--- src/rtl/core/lfia_pkg.sv ---
// lfia_pkg: shared types, codes and helper functions for the lowest free index allocator
// used by lfia_store, lfia_seq and lowest_free_index_allocator_unit; no dependencies
package lfia_pkg;

    localparam int INDEX_BITS_DEF = 10;
    localparam int FIELD_W        = 10;
    localparam int MODE_W         = 2;
    localparam int STATUS_W       = 3;

    typedef enum logic [MODE_W-1:0] {
        MODE_ALLOC = 2'd0,
        MODE_FREE  = 2'd1,
        MODE_CHECK = 2'd2,
        MODE_NONE  = 2'd3
    } mode_t;

    typedef enum logic [STATUS_W-1:0] {
        ST_OK        = 3'd0,
        ST_EXHAUSTED = 3'd1,
        ST_ZERO      = 3'd2,
        ST_DUPLICATE = 3'd3,
        ST_ABOVE     = 3'd4
    } status_t;

    typedef enum logic [2:0] {
        S_CLEAR,
        S_IDLE,
        S_SCAN,
        S_TAKE,
        S_PROBE
    } state_t;

    typedef struct packed {
        logic map_rd;
        logic map_wr;
        logic sum_rd;
        logic sum_wr;
    } mem_cmd_t;

    // bits of index inside one bitmap word
    function automatic int word_log(int ib);
        return (ib > 5) ? 5 : ib - 1;
    endfunction

    // bits of row inside one summary word
    function automatic int sum_log(int ib);
        int rb;
        rb = ib - word_log(ib);
        return (rb > 5) ? 5 : rb - 1;
    endfunction

    function automatic logic [4:0] lowest_set(logic [31:0] v);
        logic [4:0] r;
        r = '0;
        for (int i = 31; i >= 0; i--) begin
            if (v[i])
            begin
                r = 5'(i);
            end
        end
        return r;
    endfunction

endpackage

--- src/rtl/core/lfia_store.sv ---
// lfia_store: bitmap memory (one bit per index) and row summary memory (one bit per row)
// single port, registered read; depends on lfia_pkg
module lfia_store #(
    parameter int INDEX_BITS = lfia_pkg::INDEX_BITS_DEF
) (
    input  logic clk,
    input  lfia_pkg::mem_cmd_t cmd,
    input  logic [INDEX_BITS-lfia_pkg::word_log(INDEX_BITS)-1:0] map_addr,
    input  logic [(1 << lfia_pkg::word_log(INDEX_BITS))-1:0]      map_wdata,
    output logic [(1 << lfia_pkg::word_log(INDEX_BITS))-1:0]      map_q,
    input  logic [INDEX_BITS-lfia_pkg::word_log(INDEX_BITS)-lfia_pkg::sum_log(INDEX_BITS)-1:0]
                 sum_addr,
    input  logic [(1 << lfia_pkg::sum_log(INDEX_BITS))-1:0]       sum_wdata,
    output logic [(1 << lfia_pkg::sum_log(INDEX_BITS))-1:0]       sum_q
);

    localparam int WORD_LOG   = lfia_pkg::word_log(INDEX_BITS);
    localparam int WORD_W     = 1 << WORD_LOG;
    localparam int ROW_BITS   = INDEX_BITS - WORD_LOG;
    localparam int ROWS       = 1 << ROW_BITS;
    localparam int SUM_LOG    = lfia_pkg::sum_log(INDEX_BITS);
    localparam int SUM_W      = 1 << SUM_LOG;
    localparam int SUM_ADDR_W = ROW_BITS - SUM_LOG;
    localparam int SUM_DEPTH  = 1 << SUM_ADDR_W;

    logic [WORD_W-1:0] map_mem [ROWS];
    logic [SUM_W-1:0]  sum_mem [SUM_DEPTH];

    always_ff @(posedge clk)
    begin
        if (cmd.map_wr)
        begin
            map_mem[map_addr] <= map_wdata;
        end
        if (cmd.map_rd)
        begin
            map_q <= map_mem[map_addr];
        end
    end

    always_ff @(posedge clk)
    begin
        if (cmd.sum_wr)
        begin
            sum_mem[sum_addr] <= sum_wdata;
        end
        if (cmd.sum_rd)
        begin
            sum_q <= sum_mem[sum_addr];
        end
    end

endmodule

--- src/rtl/core/lfia_seq.sv ---
// lfia_seq: sequencer, high-water mark, pool count and result registers
// drives lfia_store read-modify-write; depends on lfia_pkg
module lfia_seq #(
    parameter int INDEX_BITS = lfia_pkg::INDEX_BITS_DEF
) (
    input  logic clk,
    input  logic rst_n,
    input  logic start,
    input  logic [lfia_pkg::MODE_W-1:0] mode_in,
    input  logic [INDEX_BITS-1:0] idx_in,
    output logic busy,
    output logic done,
    output lfia_pkg::status_t status_out,
    output logic [INDEX_BITS-1:0] granted_out,
    output logic pooled_out,
    output logic [INDEX_BITS-1:0] high_water_out,
    output logic [INDEX_BITS-1:0] count_out,
    output lfia_pkg::mem_cmd_t cmd,
    output logic [INDEX_BITS-lfia_pkg::word_log(INDEX_BITS)-1:0] map_addr,
    output logic [(1 << lfia_pkg::word_log(INDEX_BITS))-1:0]      map_wdata,
    input  logic [(1 << lfia_pkg::word_log(INDEX_BITS))-1:0]      map_q,
    output logic [INDEX_BITS-lfia_pkg::word_log(INDEX_BITS)-lfia_pkg::sum_log(INDEX_BITS)-1:0]
                 sum_addr,
    output logic [(1 << lfia_pkg::sum_log(INDEX_BITS))-1:0]       sum_wdata,
    input  logic [(1 << lfia_pkg::sum_log(INDEX_BITS))-1:0]       sum_q
);

    localparam int WORD_LOG   = lfia_pkg::word_log(INDEX_BITS);
    localparam int WORD_W     = 1 << WORD_LOG;
    localparam int ROW_BITS   = INDEX_BITS - WORD_LOG;
    localparam int SUM_LOG    = lfia_pkg::sum_log(INDEX_BITS);
    localparam int SUM_W      = 1 << SUM_LOG;
    localparam int SUM_ADDR_W = ROW_BITS - SUM_LOG;
    localparam int SPOS_W     = (SUM_LOG > 0) ? SUM_LOG : 1;

    localparam logic [INDEX_BITS-1:0] TOP_INDEX  = {INDEX_BITS{1'b1}};
    localparam logic [ROW_BITS-1:0]   SPOS_MASK  = ROW_BITS'(SUM_W - 1);
    localparam logic [SUM_ADDR_W-1:0] LAST_SADDR = {SUM_ADDR_W{1'b1}};

    lfia_pkg::state_t  state_reg, state_next;
    lfia_pkg::status_t status_reg, status_next;
    logic [INDEX_BITS-1:0] idx_reg, idx_next;
    logic free_reg, free_next;
    logic [SUM_ADDR_W-1:0] addr_reg, addr_next;
    logic [ROW_BITS-1:0] row_reg, row_next;
    logic [SUM_W-1:0] sum_word_reg, sum_word_next;
    logic [INDEX_BITS-1:0] hw_reg, hw_next;
    logic [INDEX_BITS-1:0] cnt_reg, cnt_next;
    logic [INDEX_BITS-1:0] granted_reg, granted_next;
    logic pooled_reg, pooled_next;
    logic valid_reg, valid_next;

    // address split of the incoming and the held index
    logic [ROW_BITS-1:0]   in_row, cur_row;
    logic [SUM_ADDR_W-1:0] in_saddr, cur_saddr, take_saddr;
    logic [WORD_W-1:0]     cur_wbit;
    logic [SUM_W-1:0]      cur_sbit, take_sbit;
    logic                  cur_row_live, cur_pooled;
    logic [WORD_W-1:0]     cur_word;

    // lowest set bits for the allocate path
    logic [SPOS_W-1:0]   found_spos;
    logic [ROW_BITS-1:0] found_row;
    logic [WORD_LOG-1:0] take_wpos;
    logic [WORD_W-1:0]   take_word;

    lfia_pkg::mode_t mode_sel;

    assign mode_sel   = lfia_pkg::mode_t'(mode_in);
    assign in_row     = ROW_BITS'(idx_in >> WORD_LOG);
    assign in_saddr   = SUM_ADDR_W'(in_row >> SUM_LOG);
    assign cur_row    = ROW_BITS'(idx_reg >> WORD_LOG);
    assign cur_saddr  = SUM_ADDR_W'(cur_row >> SUM_LOG);
    assign cur_wbit   = WORD_W'(1) << WORD_LOG'(idx_reg);
    assign cur_sbit   = SUM_W'(1) << SPOS_W'(cur_row & SPOS_MASK);
    assign cur_row_live = |(sum_q & cur_sbit);
    assign cur_word   = cur_row_live ? map_q : '0;
    assign cur_pooled = |(cur_word & cur_wbit);

    assign found_spos = SPOS_W'(lfia_pkg::lowest_set(32'(sum_q)));
    assign found_row  = ROW_BITS'((ROW_BITS'(addr_reg) << SUM_LOG) | ROW_BITS'(found_spos));
    assign take_wpos  = WORD_LOG'(lfia_pkg::lowest_set(32'(map_q)));
    assign take_word  = map_q & ~(WORD_W'(1) << take_wpos);
    assign take_saddr = SUM_ADDR_W'(row_reg >> SUM_LOG);
    assign take_sbit  = SUM_W'(1) << SPOS_W'(row_reg & SPOS_MASK);

    always_ff @(posedge clk or negedge rst_n)
    begin
        if (!rst_n)
        begin
            state_reg  <= lfia_pkg::S_CLEAR;
            addr_reg   <= '0;
            hw_reg     <= '0;
            cnt_reg    <= '0;
            valid_reg  <= 1'b0;
        end
        else
        begin
            state_reg  <= state_next;
            addr_reg   <= addr_next;
            hw_reg     <= hw_next;
            cnt_reg    <= cnt_next;
            valid_reg  <= valid_next;
        end
    end

    always_ff @(posedge clk)
    begin
        idx_reg      <= idx_next;
        free_reg     <= free_next;
        row_reg      <= row_next;
        sum_word_reg <= sum_word_next;
        status_reg   <= status_next;
        granted_reg  <= granted_next;
        pooled_reg   <= pooled_next;
    end

    always_comb
    begin
        state_next = state_reg;
        unique case (state_reg)
            lfia_pkg::S_CLEAR:
            begin
                if (addr_reg == LAST_SADDR)
                begin
                    state_next = lfia_pkg::S_IDLE;
                end
            end
            lfia_pkg::S_IDLE:
            begin
                if (start)
                begin
                    unique case (mode_sel)
                        lfia_pkg::MODE_ALLOC:
                        begin
                            if (cnt_reg != '0)
                            begin
                                state_next = lfia_pkg::S_SCAN;
                            end
                        end
                        lfia_pkg::MODE_FREE:
                        begin
                            if (idx_in != '0)
                            begin
                                state_next = lfia_pkg::S_PROBE;
                            end
                        end
                        lfia_pkg::MODE_CHECK: state_next = lfia_pkg::S_PROBE;
                        lfia_pkg::MODE_NONE:  state_next = lfia_pkg::S_IDLE;
                    endcase
                end
            end
            lfia_pkg::S_SCAN:
            begin
                if (sum_q != '0)
                begin
                    state_next = lfia_pkg::S_TAKE;
                end
            end
            lfia_pkg::S_TAKE:  state_next = lfia_pkg::S_IDLE;
            lfia_pkg::S_PROBE: state_next = lfia_pkg::S_IDLE;
            default:           state_next = lfia_pkg::S_IDLE;
        endcase
    end

    always_comb
    begin
        cmd           = '0;
        map_addr      = cur_row;
        map_wdata     = '0;
        sum_addr      = cur_saddr;
        sum_wdata     = '0;
        idx_next      = idx_reg;
        free_next     = free_reg;
        addr_next     = addr_reg;
        row_next      = row_reg;
        sum_word_next = sum_word_reg;
        hw_next       = hw_reg;
        cnt_next      = cnt_reg;
        status_next   = status_reg;
        granted_next  = granted_reg;
        pooled_next   = pooled_reg;
        valid_next    = 1'b0;
        unique case (state_reg)
            lfia_pkg::S_CLEAR:
            begin
                cmd.sum_wr = 1'b1;
                sum_addr   = addr_reg;
                addr_next  = addr_reg + SUM_ADDR_W'(1);
            end
            lfia_pkg::S_IDLE:
            begin
                if (start)
                begin
                    idx_next     = idx_in;
                    free_next    = (mode_sel == lfia_pkg::MODE_FREE);
                    status_next  = lfia_pkg::ST_OK;
                    granted_next = '0;
                    pooled_next  = 1'b0;
                    map_addr     = in_row;
                    sum_addr     = in_saddr;
                    unique case (mode_sel)
                        lfia_pkg::MODE_ALLOC:
                        begin
                            if (cnt_reg != '0)
                            begin
                                cmd.sum_rd = 1'b1;
                                sum_addr   = '0;
                                addr_next  = '0;
                            end
                            else if (hw_reg == TOP_INDEX)
                            begin
                                status_next = lfia_pkg::ST_EXHAUSTED;
                                valid_next  = 1'b1;
                            end
                            else
                            begin
                                hw_next      = hw_reg + INDEX_BITS'(1);
                                granted_next = hw_reg + INDEX_BITS'(1);
                                valid_next   = 1'b1;
                            end
                        end
                        lfia_pkg::MODE_FREE:
                        begin
                            if (idx_in == '0)
                            begin
                                status_next = lfia_pkg::ST_ZERO;
                                valid_next  = 1'b1;
                            end
                            else
                            begin
                                cmd.map_rd = 1'b1;
                                cmd.sum_rd = 1'b1;
                            end
                        end
                        lfia_pkg::MODE_CHECK:
                        begin
                            cmd.map_rd = 1'b1;
                            cmd.sum_rd = 1'b1;
                        end
                        lfia_pkg::MODE_NONE:
                        begin
                            valid_next = 1'b1;
                        end
                    endcase
                end
            end
            lfia_pkg::S_SCAN:
            begin
                if (sum_q != '0)
                begin
                    sum_word_next = sum_q;
                    row_next      = found_row;
                    cmd.map_rd    = 1'b1;
                    map_addr      = found_row;
                end
                else
                begin
                    addr_next  = addr_reg + SUM_ADDR_W'(1);
                    cmd.sum_rd = 1'b1;
                    sum_addr   = addr_reg + SUM_ADDR_W'(1);
                end
            end
            lfia_pkg::S_TAKE:
            begin
                cmd.map_wr = 1'b1;
                map_addr   = row_reg;
                map_wdata  = take_word;
                // row emptied, drop its summary bit
                if (take_word == '0)
                begin
                    cmd.sum_wr = 1'b1;
                    sum_addr   = take_saddr;
                    sum_wdata  = sum_word_reg & ~take_sbit;
                end
                cnt_next     = cnt_reg - INDEX_BITS'(1);
                granted_next = {row_reg, take_wpos};
                status_next  = lfia_pkg::ST_OK;
                valid_next   = 1'b1;
            end
            lfia_pkg::S_PROBE:
            begin
                valid_next = 1'b1;
                if (free_reg)
                begin
                    if (cur_pooled)
                    begin
                        status_next = lfia_pkg::ST_DUPLICATE;
                    end
                    else if (idx_reg > hw_reg)
                    begin
                        status_next = lfia_pkg::ST_ABOVE;
                    end
                    else
                    begin
                        cmd.map_wr = 1'b1;
                        map_wdata  = cur_word | cur_wbit;
                        if (!cur_row_live)
                        begin
                            cmd.sum_wr = 1'b1;
                            sum_wdata  = sum_q | cur_sbit;
                        end
                        cnt_next = cnt_reg + INDEX_BITS'(1);
                    end
                end
                else
                begin
                    pooled_next = cur_pooled;
                end
            end
            default:
            begin
                valid_next = 1'b0;
            end
        endcase
    end

    assign busy           = (state_reg != lfia_pkg::S_IDLE);
    assign done           = valid_reg;
    assign status_out     = status_reg;
    assign granted_out    = granted_reg;
    assign pooled_out     = pooled_reg;
    assign high_water_out = hw_reg;
    assign count_out      = cnt_reg;

`ifndef SYNTHESIS
    a_done_when_idle: assert property (@(posedge clk) disable iff (!rst_n)
        valid_reg |-> (state_reg == lfia_pkg::S_IDLE))
        else $error("result strobe outside idle");

    a_count_bounded: assert property (@(posedge clk) disable iff (!rst_n)
        cnt_reg <= hw_reg)
        else $error("pool count above high-water mark");

    a_take_row_nonempty: assert property (@(posedge clk) disable iff (!rst_n)
        (state_reg == lfia_pkg::S_TAKE) |-> (map_q != '0))
        else $error("summary marks an empty bitmap row");

    a_no_zero_free: assert property (@(posedge clk) disable iff (!rst_n)
        (state_reg == lfia_pkg::S_PROBE) |-> !(free_reg && (idx_reg == '0)))
        else $error("return of index zero reached the bitmap");

    a_mark_step: assert property (@(posedge clk) disable iff (!rst_n)
        (start && !busy && (mode_sel == lfia_pkg::MODE_ALLOC) && (cnt_reg == '0)
            && (hw_reg != TOP_INDEX))
        |=> (hw_reg == $past(hw_reg) + INDEX_BITS'(1)) && valid_reg)
        else $error("high-water mark did not advance");
`endif

endmodule

--- src/rtl/core/lowest_free_index_allocator_unit.sv ---
// lowest_free_index_allocator_unit: top level of the lowest free index allocator
// instantiates lfia_seq and lfia_store; depends on lfia_pkg
//
// One command beat is taken when start is high and busy is low; its result appears on the
// result ports for exactly one cycle, marked by done, and a new start is taken during that
// cycle. An allocate from the high-water mark, an exhausted allocate, a return of index
// zero and the unused mode are answered from idle; a return or a check reads bitmap and
// summary memory, then the probe state answers and, for an accepted return, writes back.
// An allocate from the pool reads summary words in turn until one is nonzero (1 to
// 2^(INDEX_BITS - 10) words for INDEX_BITS of 11 and up, 1 to 2 at the default), reads
// the lowest occupied bitmap row, then writes it back in the take state. After reset
// busy stays high while the clearing pass writes all 2^(INDEX_BITS - 10) summary words
// for INDEX_BITS of 11 and up (2 at the default). The receiver cannot stall.
module lowest_free_index_allocator_unit #(
    parameter int INDEX_BITS = lfia_pkg::INDEX_BITS_DEF
) (
    input  logic clk,
    input  logic rst_n,
    input  logic start,
    output logic busy,
    input  logic [lfia_pkg::MODE_W-1:0]   mode,
    input  logic [lfia_pkg::FIELD_W-1:0]  index,
    output logic done,
    output logic [lfia_pkg::STATUS_W-1:0] status,
    output logic [lfia_pkg::FIELD_W-1:0]  granted_index,
    output logic                          is_pooled,
    output logic [lfia_pkg::FIELD_W-1:0]  high_water_out,
    output logic [lfia_pkg::FIELD_W-1:0]  pool_count
);

    localparam int WORD_LOG   = lfia_pkg::word_log(INDEX_BITS);
    localparam int WORD_W     = 1 << WORD_LOG;
    localparam int ROW_BITS   = INDEX_BITS - WORD_LOG;
    localparam int SUM_LOG    = lfia_pkg::sum_log(INDEX_BITS);
    localparam int SUM_W      = 1 << SUM_LOG;
    localparam int SUM_ADDR_W = ROW_BITS - SUM_LOG;

    lfia_pkg::mem_cmd_t cmd;
    lfia_pkg::status_t  status_int;
    logic [ROW_BITS-1:0]   map_addr;
    logic [WORD_W-1:0]     map_wdata, map_q;
    logic [SUM_ADDR_W-1:0] sum_addr;
    logic [SUM_W-1:0]      sum_wdata, sum_q;
    logic [INDEX_BITS-1:0] idx_int, granted_int, hw_int, cnt_int;

    assign idx_int = INDEX_BITS'(index);

    lfia_seq #(
        .INDEX_BITS(INDEX_BITS)
    ) u_seq (
        .clk            (clk),
        .rst_n          (rst_n),
        .start          (start),
        .mode_in        (mode),
        .idx_in         (idx_int),
        .busy           (busy),
        .done           (done),
        .status_out     (status_int),
        .granted_out    (granted_int),
        .pooled_out     (is_pooled),
        .high_water_out (hw_int),
        .count_out      (cnt_int),
        .cmd            (cmd),
        .map_addr       (map_addr),
        .map_wdata      (map_wdata),
        .map_q          (map_q),
        .sum_addr       (sum_addr),
        .sum_wdata      (sum_wdata),
        .sum_q          (sum_q)
    );

    lfia_store #(
        .INDEX_BITS(INDEX_BITS)
    ) u_store (
        .clk       (clk),
        .cmd       (cmd),
        .map_addr  (map_addr),
        .map_wdata (map_wdata),
        .map_q     (map_q),
        .sum_addr  (sum_addr),
        .sum_wdata (sum_wdata),
        .sum_q     (sum_q)
    );

    assign status         = status_int;
    assign granted_index  = lfia_pkg::FIELD_W'(granted_int);
    assign high_water_out = lfia_pkg::FIELD_W'(hw_int);
    assign pool_count     = lfia_pkg::FIELD_W'(cnt_int);

endmodule
--- config.mk ---
export PLATFORM = sky130hd
export DESIGN_NAME = lowest_free_index_allocator_unit
export DESIGN_NICKNAME = d
export VERILOG_FILES = /design/src/rtl/core/lfia_pkg.sv /design/src/rtl/core/lfia_store.sv /design/src/rtl/core/lfia_seq.sv /design/src/rtl/core/lowest_free_index_allocator_unit.sv
export SDC_FILE = /design/constraint.sdc
export NUM_CORES = 1
export LEC_CHECK = 0
export BUFFER_PORTS_ARGS = -buffer_cell sky130_fd_sc_hd__buf_4
export CAP_MARGIN = 20
export CORE_ASPECT_RATIO = 0.75
export CORE_MARGIN = 1
export CORE_UTILIZATION = 23
export CTS_BUF_LIST = sky130_fd_sc_hd__clkbuf_4 sky130_fd_sc_hd__clkbuf_8
export CTS_CLUSTER_SIZE = 28
export DETAILED_ROUTE_END_ITERATION = 12
export PLACE_DENSITY = 0.46
export SYNTH_ARGS = -nofsm -noshare
export SYNTH_HDL_FRONTEND = slang
export SYNTH_HIERARCHICAL = 1
export SYNTH_SLANG_ARGS = --single-unit
--- constraint.sdc ---
create_clock -name clk -period 6.67 [get_ports clk]
set_clock_uncertainty 0.2 [all_clocks]
set_input_delay 0.3335 -clock clk [delete_from_list [all_inputs] [get_ports clk]]
set_output_delay 0.3335 -clock clk [all_outputs]
set_load 0.05 [all_outputs]
==> metrics list <==
* Critical path, cell by cell: nor4_1 > nand2_1 > o21ai_0 > inv_1 > buf_4 > a221o_4 > buf_12 > buf_12 > mux2i_1 > o22ai_1 > nor4_1 > nand2_1
- Based on the critical path, the design can be clocked at up to 165.0 MHz.
- On the worst path, the slowest cell contributes a delay of 1.01 ns.
- The path class of the tightest hold or removal check is in2async.
- Of the available clock period, the critical path in the final layout requires 0.9087.
* Kind of critical path: reg2reg
- At the worst endpoint, the required time is 6.99 ns.
- Part of the power in the clock network: 0.244
- Cell types with the largest area share after synthesis: edfxtp_1 (72%), mux2i_1 (11%), o22ai_1 (3.7%)
- The worst pin sits at a relative slew slack of 0.1885.
- Clock latency on the worst-skew pair, taken at its later pin, is 0.91 ns.
- Worst path top cell family by delay: simple AND/OR/NAND/NOR gates
- Kind of capture point of the worst setup path: flip-flop
- Number of synthesized register bits: 1,175
- Num CTS Buffers: 178
* Final std cells w/o fill: 6,135
- Antenna violations before repair: 9
- Number of placed cells counting well taps: 5,779
- Count of flip-flops with a built-in enable after synthesis: 1,150
- Of the total power, the share spent switching nets is 0.3776.
- The number of global-route vias before repair was 27,560.
* Post-CTS Resized: 0
- The routed layout has 28,410 vias.
- Worst vdd rail ir drop: 0.2861 mV
- The share of total power dissipated in combinational logic is 0.371.
* Die span in x: 530.2 um
- The core region is 208,100 um^2.
- Total DRC errors in the routed layout: 0
* Buffers & Inverters on Critical Path: 4
* Sequential element share of the synthesized area: 0.7305
- After the first detailed-routing iteration, the DRC count stood at 3,089.
- In this run the worst path has a maximum fanout of 46.
- Via density per instance: 4.631
- Setup repair after global routing missed its margin: no
- For this run, the total global-route usage over all layers was measured as 0.1368.
* Hpwl dp: 87.74 mm
* Top cell type's share of synthesized area: 0.7175
- Std cell rows: 145
- Status: complete, no violations
* Share of post-route cells with drive strength above 1: 0.1918
* Main synth FF type: edfxtp_1
- Counting every net in the synthesized netlist gives 2,995.
- Counting I/O delays and the setup requirement, the final critical path takes 6.061 ns.
* Average instance area after synthesis: 16.30 um^2
- Unique masters post-synth: 83
- Routed WL: 146.3 mm
- Arrival time of data at the critical path endpoint: 6.38 ns
- The die covers 211,100 um^2.
- During I/O placement, the number of pins put on the boundary was 51.
- Fin nets: 3,240
- Area leader, netlist: edfxtp_1
- Pin count of the biggest net entering global routing: 65
- The total overflow left after global routing is 0.
- The area growth from synthesis to layout is 18.48%.
- Setup total negative slack on the finished layout was measured at 0 ns.
- CTS placed an instance of clkbuf_8 at the clock tree root.
* Share of synthesized flip-flops with an asynchronous set or reset: 0.02128
- For the pin with the worst max-slew slack, the measured transition is 1.206 ns.
* Power Internal: 15.08 mW
* Sequential fraction of design power: 0.385
* Routability cong.: 0.9400
* Number of flip-flops under the largest register name: 1,024
- For this run, the detailed router's first-pass iteration total came to 5.
* Worst Setup Start Kind: flip-flop
* First-pass GRT wire length: 207.3 mm
- The largest registers in the layout are u_store/map_mem (1024), u_store/map_q (32), u_store/sum_mem (32).
- Number of warning messages in the yosys log: 6
- The number of hold violations in the final report came to 0.
* Longest Clk Path Bufs: 3
- The initial utilization of the core area, before any placement, comes to 0.2313.
- Slew Viols, Final: 0
- # setup viols final: 0
- For this design the total switching power over the nets is 9.148 mW.
- Clock-pin slew was measured on the worst setup and hold paths at 0.07 ns.
- Max-cap violations in this run came to 0.
- Syn Std Cell Area: 48,130 um^2
- TritonCTS built the clock tree.
- The die is 398.2 um tall.
- For this design the ratio of total power to cell area is 424.8 nW/um^2.
* H-tree depth: 4
* Worst hold slack: 0.2921 ns
- For this design, the sink count on the clock tree is 1,175.
- Register containing the most flip-flops in the final layout: u_store/map_mem
- Total leakage power: 18.68 nW
- Antenna viol nets, final: 0
* Wirelength per Cell: 23.85 um
- Port buffering added 50 buffers.
- Cell with the biggest individual delay on the critical path: nor4_1
* Number of standard cells after synthesis: 2,953
==> layout by cell type, fill, tap and decap left out, drive strengths merged, types with 60 or more instances in the layout <==
| cell | n |
|---|---|
| a21oi | 60 |
| buf | 211 |
| clkbuf | 246 |
| edfxtp | 1150 |
| mux2i | 515 |
| nand2 | 95 |
| nor2 | 85 |
| nor4 | 87 |
| o21ai | 65 |
| o22ai | 297 |
==> power by group through the flow <==
stage | clock, mW | combinational [mW] | sequential, mW
after floorplan | 0 | 5.15 | 9.44
after detailed placement | 0 | 8.87 | 9.46
after CTS | 6.10 | 8.91 | 9.31
after global routing | 6.42 | 9.48 | 9.35
after global placement | 0 | 8.85 | 9.45
final | 5.92 | 8.99 | 9.32
==> routing by layer <==
layer | part of all wire | GRT usage | wire length [um]
met5 | 0 | 0 | 0
met1 | 0.52 | 0.2176 | 75580
met4 | 0.019 | 0.03738 | 2714
met2 | 0.39 | 0.1798 | 57020
met3 | 0.075 | 0.03069 | 10980
==> Yosys cell counts (6+ instances only) <==
master and count:
edfxtp_1 1150, o211ai_1 12, o21ai_0 62, nand3_1 25
nor2_1 84, o41ai_1 11, nor3_1 23, buf_2 96
nand2_1 94, a21oi_1 60, clkbuf_1 53, xnor2_1 24
o21bai_1 8, and2_1 9, buf_6 16, o22ai_2 11
nand3b_1 7, mux2_2 23, mux2i_1 515, or2_2 9
o31ai_1 11, o22ai_1 286, nor2b_1 19, nand2b_1 11
a31oi_1 11, a22oi_1 29, inv_1 36, nor4_1 81
ha_1 26, nand4bb_1 6, nand4_1 7, dfrtp_1 25
or3_1 6
==> logic make-up (layout without fill, tap and decap cells) <==
| family | after synthesis | count (layout) | share of synthesized area |
|---|---|---|---|
| DFF | 1175 | 1175 | 0.7305 |
| AOI/OAI and AO/OA | 557 | 557 | 0.07609 |
| muxes | 538 | 538 | 0.1125 |
| and+or+nand+nor | 420 | 420 | 0.04718 |
| buffers and inverters | 209 | 588 | 0.02160 |
| adders and majority gates | 28 | 28 | 0.007383 |
| xor gates and xnor gates | 26 | 26 | 0.004731 |
| other | 0 | 10 | 0 |
==> what timing repair did <==
item,CTS,global route
endpoints found under the hold margin,84,0
setup buffers,0,0
hold buffers,28,0
==> stage by stage <==
step           setup WS, ns  utilization  instance area, um^2  power [mW]
6_report             0.6092       0.2740                57020       24.22
5_1_grt              0.3779       0.2740                57010       25.25
4_1_cts              0.8106       0.2736                56930       24.32
3_5_place_dp         0.8119       0.2557                53200       18.33
3_3_place_gp         0.3268       0.2554                53140       18.30
2_1_floorplan        0.6051            -                48130       14.60
==> worst paths after layout <==
| path | startpoint | end | slack [ns] | cells past startpoint |
|---|---|---|---|---|
| worst min-delay path | rst_n | u_seq/count_out[0] | 0.29 | 4 |
| min in group clk | u_seq/count_out[9] | u_seq/count_out[9] | 0.29 | 1 |
| worst max-delay path | u_store/sum_q[4] | u_store/map_q[21] | 0.61 | 12 |
| worst min register to register | u_seq/count_out[9] | u_seq/count_out[9] | 0.29 | 1 |
| worst max register to register | u_store/sum_q[4] | u_store/map_q[21] | 0.61 | 12 |
| max in group asynchronous | rst_n | u_seq/done | 5.80 | 4 |
==> worst min-delay path, stage by stage <==
cell and delay [ns]:
dlygate4sd3_1 0.53, dlygate4sd3_1 0.55, buf_4 0.12, buf_12 0.19
==> layout make-up <==
type                            instances  area (um^2)
Sequential cell                      1175        35160
Antenna cell                           10        25.02
Clock inverter                         68        445.4
Timing Repair Buffer                  238         2240
Inverter                               36        135.1
Multi-Input combinational cell       1569        12530
Clock buffer                          246         2992
Fill cell                           21040       151100
Tap cell                             2793         3495
(Power assumes the default switching activity.)
